$ cat src/design/dtp_pkg.sv
// Shared types, character codes and calendar helpers for the dotted date parser.
package dtp_pkg;

    localparam int YEAR_W  = 16;
    localparam int DAY_W   = 5;
    localparam int MONTH_W = 4;
    localparam int MOD_W   = 9;

    localparam logic [7:0] CH_NUL  = 8'h00;
    localparam logic [7:0] CH_DOT  = 8'h2E;
    localparam logic [7:0] CH_ZERO = 8'h30;
    localparam logic [7:0] CH_NINE = 8'h39;

    localparam logic [1:0] PART_DAY   = 2'd0;
    localparam logic [1:0] PART_MONTH = 2'd1;
    localparam logic [1:0] PART_YEAR  = 2'd2;

    localparam logic [MONTH_W-1:0] MON_JAN = 4'd1;
    localparam logic [MONTH_W-1:0] MON_FEB = 4'd2;
    localparam logic [MONTH_W-1:0] MON_APR = 4'd4;
    localparam logic [MONTH_W-1:0] MON_JUN = 4'd6;
    localparam logic [MONTH_W-1:0] MON_SEP = 4'd9;
    localparam logic [MONTH_W-1:0] MON_NOV = 4'd11;
    localparam logic [MONTH_W-1:0] MON_DEC = 4'd12;

    localparam int LEAP_CYCLE = 400;
    localparam int CENTURY    = 100;
    localparam int RADIX      = 10;

    typedef struct packed {
        logic                 valid_res;
        logic [DAY_W-1:0]     day;
        logic [MONTH_W-1:0]   month;
        logic [YEAR_W-1:0]    year;
    } dtp_result_t;

    // Advance a running remainder modulo 400 by one decimal digit.
    function automatic logic [MOD_W-1:0] mod400_step(input logic [MOD_W-1:0] r,
                                                     input logic [3:0] d);
        logic [11:0] v;
        logic [11:0] sub;
        v   = 12'(r) * 12'(RADIX) + 12'(d);
        sub = '0;
        for (int k = 1; k <= 9; k++)
        begin
            if (v >= 12'(k * LEAP_CYCLE))
            begin
                sub = 12'(k * LEAP_CYCLE);
            end
        end
        return MOD_W'(v - sub);
    endfunction

    // Leap year from the year's remainder modulo 400.
    function automatic logic is_leap(input logic [MOD_W-1:0] r400);
        logic leap;
        if (r400 == '0)
        begin
            leap = 1'b1;
        end
        else if (r400 == MOD_W'(CENTURY) || r400 == MOD_W'(2 * CENTURY) ||
                 r400 == MOD_W'(3 * CENTURY))
        begin
            leap = 1'b0;
        end
        else
        begin
            leap = (r400[1:0] == 2'b00);
        end
        return leap;
    endfunction

    function automatic logic [DAY_W-1:0] month_length(input logic [MONTH_W-1:0] m,
                                                      input logic leap);
        logic [DAY_W-1:0] len;
        case (m)
            MON_APR, MON_JUN, MON_SEP, MON_NOV: len = 5'd30;
            MON_FEB:                            len = leap ? 5'd29 : 5'd28;
            default:                            len = 5'd31;
        endcase
        return len;
    endfunction

endpackage

$ cat src/design/dotted_date_parser_validator_top.sv
// Top level of the dotted date parser: input stage, parser, result register.
//
// Takes one character per cycle while in_stall is low. A NUL ends a string and
// produces one result (valid_res, day, month, year) in the result register;
// other characters produce nothing. Each character passes through an input
// register and the parse logic (a multiply-by-ten add on the number being built,
// plus constant compares), and a NUL's result into the result register. The
// input stalls only when a NUL sits in the input register while the result
// register is full and stalled downstream. NUMBER_WIDTH (12 to 32) caps every
// number at the smaller of 2^NUMBER_WIDTH - 1 and 65535; a larger number gives
// an invalid result.
module dotted_date_parser_validator_top #(
    parameter int NUMBER_WIDTH = 16
) (
    input  logic        clk,
    input  logic        rst_n,
    input  logic        in_valid,
    output logic        in_stall,
    input  logic [7:0]  ch,
    output logic        out_valid,
    input  logic        out_stall,
    output logic        valid_res,
    output logic [4:0]  day,
    output logic [3:0]  month,
    output logic [15:0] year
);
    import dtp_pkg::*;

    localparam int ACC_W = (NUMBER_WIDTH < YEAR_W) ? NUMBER_WIDTH : YEAR_W;

    logic        s1_valid;
    logic [7:0]  s1_ch;
    logic        s1_nul;
    logic        advance;
    logic        fire;
    logic        out_free;
    dtp_result_t res_next;
    dtp_result_t res_q;

    // A non-terminator always moves on; a terminator needs room for its result.
    assign advance = !s1_nul || out_free;
    assign fire    = s1_valid && advance;

    dtp_in_reg u_in_reg (
        .clk      (clk),
        .rst_n    (rst_n),
        .in_valid (in_valid),
        .ch       (ch),
        .advance  (advance),
        .in_stall (in_stall),
        .s1_valid (s1_valid),
        .s1_ch    (s1_ch)
    );

    dtp_parser #(
        .ACC_W (ACC_W)
    ) u_parser (
        .clk    (clk),
        .rst_n  (rst_n),
        .fire   (fire),
        .ch     (s1_ch),
        .is_nul (s1_nul),
        .res    (res_next)
    );

    dtp_out_reg u_out_reg (
        .clk       (clk),
        .rst_n     (rst_n),
        .load_req  (s1_valid && s1_nul),
        .res_in    (res_next),
        .out_stall (out_stall),
        .free      (out_free),
        .out_valid (out_valid),
        .res_out   (res_q)
    );

    assign valid_res = res_q.valid_res;
    assign day       = res_q.day;
    assign month     = res_q.month;
    assign year      = res_q.year;

endmodule

$ cat src/design/dtp_in_reg.sv
// Input register stage holding one character transaction.
module dtp_in_reg (
    input  logic       clk,
    input  logic       rst_n,
    input  logic       in_valid,
    input  logic [7:0] ch,
    input  logic       advance,
    output logic       in_stall,
    output logic       s1_valid,
    output logic [7:0] s1_ch
);
    import dtp_pkg::*;

    logic       valid_reg;
    logic       valid_next;
    logic [7:0] ch_reg;

    // Hold while the staged character cannot move on.
    assign in_stall   = valid_reg && !advance;
    assign valid_next = in_stall ? valid_reg : in_valid;

    always_ff @(posedge clk or negedge rst_n)
    begin
        if (!rst_n)
        begin
            valid_reg <= 1'b0;
        end
        else
        begin
            valid_reg <= valid_next;
        end
    end

    always_ff @(posedge clk)
    begin
        if (!in_stall && in_valid)
        begin
            ch_reg <= ch;
        end
    end

    assign s1_valid = valid_reg;
    assign s1_ch    = ch_reg;

endmodule

$ cat src/design/dtp_parser.sv
// Parse state and per-character update, plus the date check done at string end.
module dtp_parser #(
    parameter int ACC_W = 16
) (
    input  logic                 clk,
    input  logic                 rst_n,
    input  logic                 fire,
    input  logic [7:0]           ch,
    output logic                 is_nul,
    output dtp_pkg::dtp_result_t res
);
    import dtp_pkg::*;

    logic [ACC_W-1:0] acc_reg,   acc_next;
    logic [MOD_W-1:0] r400_reg,  r400_next;
    logic             ovf_reg,   ovf_next;
    logic [1:0]       part_reg,  part_next;
    logic             err_reg,   err_next;
    logic [ACC_W-1:0] day_reg,   day_next;
    logic [ACC_W-1:0] month_reg, month_next;

    logic [ACC_W+3:0] prod;
    logic             is_digit;
    logic             month_ok;
    logic             ok;
    logic [MONTH_W-1:0] m4;
    logic [DAY_W-1:0]   mlen;

    assign is_nul   = (ch == CH_NUL);
    assign is_digit = (ch >= CH_ZERO) && (ch <= CH_NINE);
    assign prod     = (ACC_W + 4)'(acc_reg) * (ACC_W + 4)'(RADIX) + (ACC_W + 4)'(ch[3:0]);

    always_comb
    begin
        acc_next   = acc_reg;
        r400_next  = r400_reg;
        ovf_next   = ovf_reg;
        part_next  = part_reg;
        err_next   = err_reg;
        day_next   = day_reg;
        month_next = month_reg;
        if (fire)
        begin
            if (is_nul)
            begin
                acc_next   = '0;
                r400_next  = '0;
                ovf_next   = 1'b0;
                part_next  = PART_DAY;
                err_next   = 1'b0;
                day_next   = '0;
                month_next = '0;
            end
            else if (!err_reg)
            begin
                if (is_digit)
                begin
                    r400_next = mod400_step(r400_reg, ch[3:0]);
                    // Saturate at the limit and flag it.
                    if (prod[ACC_W+3:ACC_W] != '0)
                    begin
                        ovf_next = 1'b1;
                        acc_next = '1;
                    end
                    else
                    begin
                        acc_next = prod[ACC_W-1:0];
                    end
                end
                else if (ch == CH_DOT)
                begin
                    case (part_reg)
                        PART_DAY:   day_next   = acc_reg;
                        PART_MONTH: month_next = acc_reg;
                        default:    err_next   = 1'b1;
                    endcase
                    if (part_reg != PART_YEAR)
                    begin
                        part_next = part_reg + 2'd1;
                        acc_next  = '0;
                        r400_next = '0;
                    end
                end
                else
                begin
                    err_next = 1'b1;
                end
            end
        end
    end

    always_ff @(posedge clk or negedge rst_n)
    begin
        if (!rst_n)
        begin
            acc_reg   <= '0;
            r400_reg  <= '0;
            ovf_reg   <= 1'b0;
            part_reg  <= PART_DAY;
            err_reg   <= 1'b0;
            day_reg   <= '0;
            month_reg <= '0;
        end
        else
        begin
            acc_reg   <= acc_next;
            r400_reg  <= r400_next;
            ovf_reg   <= ovf_next;
            part_reg  <= part_next;
            err_reg   <= err_next;
            day_reg   <= day_next;
            month_reg <= month_next;
        end
    end

    // Date check against the state left before the terminator.
    assign month_ok = (month_reg >= ACC_W'(MON_JAN)) && (month_reg <= ACC_W'(MON_DEC));
    assign m4       = MONTH_W'(month_reg);
    assign mlen     = month_length(m4, is_leap(r400_reg));

    assign ok = !err_reg && !ovf_reg && (part_reg == PART_YEAR) && (acc_reg != '0) &&
                month_ok && (day_reg != '0) && (day_reg <= ACC_W'(mlen));

    always_comb
    begin
        res.valid_res = ok;
        res.day       = ok ? DAY_W'(day_reg) : '0;
        res.month     = ok ? m4 : '0;
        res.year      = ok ? YEAR_W'(acc_reg) : '0;
    end

`ifndef SYNTHESIS
    a_part_range: assert property (@(posedge clk) disable iff (!rst_n)
        part_reg != 2'd3)
        else $error("dot count out of range");

    a_clear_after_nul: assert property (@(posedge clk) disable iff (!rst_n)
        fire && is_nul |=> part_reg == PART_DAY && !err_reg && !ovf_reg && acc_reg == '0)
        else $error("state not cleared after string end");

    a_err_freezes: assert property (@(posedge clk) disable iff (!rst_n)
        err_reg && !(fire && is_nul) |=> $stable(acc_reg) && $stable(part_reg))
        else $error("state changed after error");
`endif

endmodule

$ cat src/design/dtp_out_reg.sv
// Result register that holds one date transaction until it is taken.
module dtp_out_reg (
    input  logic                 clk,
    input  logic                 rst_n,
    input  logic                 load_req,
    input  dtp_pkg::dtp_result_t res_in,
    input  logic                 out_stall,
    output logic                 free,
    output logic                 out_valid,
    output dtp_pkg::dtp_result_t res_out
);
    import dtp_pkg::*;

    logic        valid_reg;
    logic        valid_next;
    dtp_result_t res_reg;

    assign free       = !valid_reg || !out_stall;
    assign valid_next = free ? load_req : valid_reg;

    always_ff @(posedge clk or negedge rst_n)
    begin
        if (!rst_n)
        begin
            valid_reg <= 1'b0;
        end
        else
        begin
            valid_reg <= valid_next;
        end
    end

    always_ff @(posedge clk)
    begin
        if (free && load_req)
        begin
            res_reg <= res_in;
        end
    end

    assign out_valid = valid_reg;
    assign res_out   = res_reg;

`ifndef SYNTHESIS
    a_invalid_zero: assert property (@(posedge clk) disable iff (!rst_n)
        valid_reg && !res_reg.valid_res |->
            res_reg.day == '0 && res_reg.month == '0 && res_reg.year == '0)
        else $error("rejected date carries nonzero fields");

    a_valid_month: assert property (@(posedge clk) disable iff (!rst_n)
        valid_reg && res_reg.valid_res |->
            res_reg.month >= MON_JAN && res_reg.month <= MON_DEC && res_reg.day != '0)
        else $error("accepted date out of range");
`endif

endmodule
$ cat config.mk
export PLATFORM = sky130hd
export DESIGN_NAME = dotted_date_parser_validator_top
export DESIGN_NICKNAME = d
export VERILOG_FILES = /design/src/design/dtp_pkg.sv /design/src/design/dotted_date_parser_validator_top.sv /design/src/design/dtp_in_reg.sv /design/src/design/dtp_parser.sv /design/src/design/dtp_out_reg.sv
export SDC_FILE = /design/constraint.sdc
export NUM_CORES = 1
export LEC_CHECK = 0
export ABC_AREA = 1
export BUFFER_PORTS_ARGS = -buffer_cell sky130_fd_sc_hd__buf_4
export CORE_MARGIN = 2
export CORE_UTILIZATION = 56
export CTS_CLUSTER_SIZE = 25
export DETAILED_ROUTE_END_ITERATION = 10
export HOLD_SLACK_MARGIN = 0.05
export PLACE_DENSITY = 0.77
export SLEW_MARGIN = 5
export SYNTH_ARGS = -nofsm -noshare
export SYNTH_HDL_FRONTEND = slang
export SYNTH_SLANG_ARGS = --single-unit
$ cat constraint.sdc
create_clock -name clk -period 4.1 [get_ports clk]
set_clock_uncertainty 0.1 [all_clocks]
set_input_delay 0 -clock clk [delete_from_list [all_inputs] [get_ports clk]]
set_output_delay 0 -clock clk [all_outputs]
set_load 0.01 [all_outputs]
==> summary.txt <==
Status
  • Outcome: complete, but fails checks
  • Failing checks: setup timing

Floorplanning
  • Top-level I/O count: 40
  • Die height: approximately 110 um
  • Row count: 40
  • Core area: between 10,000 and 15,000 um^2
  • Initial Util: 57.0%
  • Die area: ~13,000 um^2
  • Die width: about 110 um

Detailed routing
  • Wire length per cell: between 10 and 15 um
  • Final ANT Viol Nets: 0
  • Drt initial violations: about 440
  • # DRC: 0
  • Final wirelength: 15,500 um
  • 1st-pass router iterations: 6
  • Total number of vias: 5,790
  • Routed vias/inst: approximately 5.5

Yosys
  • Syn_nets: 893
  • Seq/Total Area, Yosys: 38.1%
  • Post-synthesis register bit count: 97
  • Syn Area/Cell: around 8.3 um^2
  • Synth Flop Type: dfrtp_1
  • Yosys cell types: 51
  • Cell Area, Synth: 6820 um^2
  • Syn Inst Count: 819
  • Synth warnings: 0
  • Post-synth EDFFs: 34
  • Ys async rst share: 64.9%

STA
  • Slew Viols, Final: 0
  • Final Hold Viols: 0
  • Actual slew at the worst max-slew pin: 0.876 ns
  • Max Freq: around 0.23 GHz
  • Rel. slew slack: 40.8%
  • Final setup viols: 1
  • Sum Neg Setup Slack: -0.186 ns
  • Final period util: 105%
  • Final worst-path setup slack: -0.186 ns
  • Minimum clock period: 4.29 ns
  • RSZ-0062 raised after global routing: true

Clocking
  • H-tree levels: 3
  • CTS root buf: clkbuf_16
  • Total CTS buffers: 9
  • Worst-skew pair later-pin latency: 0.34 ns
  • Clk slew on worst S/H paths: 0.07 ns
  • Clock sink count: 97
  • CTS tree: built
  • Max Root-Sink Buffers: 2

Global route
  • GRT Total Usage: 24.6%
  • Vias in the first global route: 5,502
  • Largest net degree at the start of global routing: between 60 and 70
  • First-pass GRT wire length: approximately 26,000 um
  • Initial antenna violation count: 0
  • Grt total ovfl: 0

Cells and area
  • Max reg flops: 26
  • Layout cell share with drive strength beyond 1: 23.9%
  • # diodes: 0
  • Fin area: 8060 um^2
  • Fin nets: 980
  • Area Overhead vs Synth: 18.2%

Setup path
  • Critical Path RT: 4.27 ns
  • Nature of the critical path endpoint: flop
  • CP most frequent cell: nand2_1
  • CP bufs+invs: 3
  • CP top delay family: adder cells
  • Crit path DAT: 4.46 ns
  • Critical path class: flop to flop
  • Crit-path slowest cell: fa_1
  • CP peak stage delay: ~0.56 ns
  • CP startpoint kind: flop
  • Crit-path max FO: 7

Power and ir drop
  • Pwr Density: approximately 360 nW/um^2
  • Worst vdd ir: 243 uV
  • Pleak: 4.00 nW

Worst hold path
  • Hold crit path type: input pin to async pin

Placement
  • Post-Place Cell Area: 7440 um^2
  • Pre-CTS setup slack: -0.198 ns
  • Post-DP HPWL: between 10,000 and 15,000 um
  • PortBufs: 39
  • Gp weighted congestion: 0.889

Job
  • Maxcap violations: 0
[per-stage QoR]
step                power, W  util, %  hold WS, ns  std cells
floorplan            0.00169        -       -0.396        819
global placement     0.00190     62.2       0.0352       1021
detailed placement   0.00192     62.2       0.0404       1021
CTS                  0.00280     65.9        0.223       1049
global route         0.00307     67.4        0.275       1058
finish               0.00290     67.4        0.215       1058
[cell usage in the layout, fill, tap and decap left out, types with 10 or more instances in the layout]
cell type        n
a21oi_1         19
buf_4           76
clkbuf_16       10
dfrtp_1         62
dlygate4sd3_1   12
edfxtp_1        34
ha_1            52
inv_1          114
inv_2           11
mux2_2          13
nand2_1        157
nand2_2         30
nand3_1         46
nand3_2         13
nand4_1         14
nor2_1          76
nor4_1          12
o21ai_0         40
[cell type report]
cell class	instances	area [um^2]
inverter	126	475
sequential	97	2600
clock inverter	5	58.8
clock buffer	11	254
multi-input combinational	584	3800
fill	990	3900
timing repair buffer	88	691
tap	147	184
[metal layers]
layer | share of wire (%) | vias to the layer above | track usage [%]
met5 | 0 | - | 0
met4 | 1.1 | 0 | 4.47
met3 | 4.3 | 15 | 3.86
met2 | 48 | 153 | 41.8
met1 | 46 | 2721 | 33.9
li1 | - | 2901 | -
[cells in the mapped netlist (2+ instances only)]
| library cell | n | share of area, % |
|---|---|---|
| a21oi_2 | 3 | 0.39 |
| edfxtp_1 | 34 | 15 |
| a31oi_1 | 3 | 0.28 |
| nand4_1 | 14 | 1.3 |
| dfrtp_1 | 63 | 23 |
| o21ai_0 | 43 | 3.2 |
| o211ai_2 | 8 | 1.5 |
| o211ai_1 | 6 | 0.66 |
| xnor2_1 | 5 | 0.64 |
| a21o_1 | 2 | 0.22 |
| clkbuf_1 | 4 | 0.22 |
| nand2_4 | 5 | 0.83 |
| nand3b_1 | 5 | 0.55 |
| o21ai_1 | 2 | 0.15 |
| nand3_1 | 49 | 3.6 |
| nor2_4 | 7 | 1.2 |
| nand2_2 | 29 | 2.7 |
| mux2_2 | 13 | 2.1 |
| or2_2 | 4 | 0.37 |
| buf_2 | 4 | 0.29 |
| inv_2 | 10 | 0.55 |
| nor3_1 | 5 | 0.37 |
| o21ai_2 | 2 | 0.26 |
| ha_1 | 57 | 10 |
| a21oi_1 | 21 | 1.5 |
| nor2_1 | 80 | 4.4 |
| o22ai_1 | 4 | 0.37 |
| buf_4 | 2 | 0.22 |
| nand2_1 | 161 | 8.9 |
| inv_1 | 116 | 6.4 |
| xor2_1 | 8 | 1.0 |
| a311oi_1 | 3 | 0.39 |
| nor2_2 | 4 | 0.37 |
| nand3_2 | 10 | 1.5 |
| a21oi_4 | 2 | 0.48 |
| nor4_1 | 12 | 1.1 |
| fa_1 | 5 | 1.5 |
[path summary, 6_finish.rpt]
kind                                       from                   end  slack [ns]  cells after the start
min in group clk                          ch[5]     u_in_reg.s1_ch[5]        0.27                      2
hold reg to reg                u_parser.ovf_reg      u_parser.ovf_reg        0.41                      2
hold / removal                            rst_n   u_parser.day_reg[1]        0.21                      2
setup reg to reg           u_parser.r400_reg[3]  u_parser.r400_reg[8]       -0.19                     27
setup / recovery           u_parser.r400_reg[3]  u_parser.r400_reg[8]       -0.19                     27
max in group asynchronous                 rst_n  u_parser.r400_reg[2]        3.09                      2
[worst reg2reg max path: stages (launching register included)]
cell,delay [ns]
dfrtp_1,0.41
ha_4,0.26
ha_4,0.16
fa_1,0.56
nand2_1,0.07
inv_2,0.08
nand2_4,0.07
nor2_4,0.13
nand3_2,0.09
nor2_4,0.13
nand2_2,0.07
nand2_4,0.12
o21ai_0,0.11
o21ai_0,0.26
nand2_1,0.09
nand2_1,0.09
nand2_1,0.05
nand2_1,0.07
ha_2,0.16
inv_2,0.04
fa_2,0.33
a21o_1,0.17
a21oi_2,0.14
xor2_1,0.18
inv_1,0.06
nand3_1,0.07
nand3_1,0.07
nand2_1,0.09
[what timing repair did]
action | CTS | global route
buffers inserted | 0 | 9
endpoints found under the hold margin | 73 | 0
hold buffers | 12 | 0
pin swaps | 1 | 27
setup endpoints to repair | 1 | 4
resized for setup | 3 | 28
[where the power goes]
part	switching [W]	total, W	leakage (nW)	internal (W)
clock network	0.000357	0.000870	0.149	0.000513
registers	0.0000278	0.00106	1.07	0.00103
logic	0.000563	0.000976	2.78	0.000413
[logic make-up (layout without fill, tap and decap cells)]
family	Yosys count	in the layout	synth area share, %
mux	13	13	2.15
simple gates	389	389	27.8
fa+ha+maj	62	62	11.9
buf+inv	138	230	8.04
flops	97	97	38.1
xor+xnor	13	13	1.67
compound gates	107	107	10.3
(Power assumes the default switching activity.)
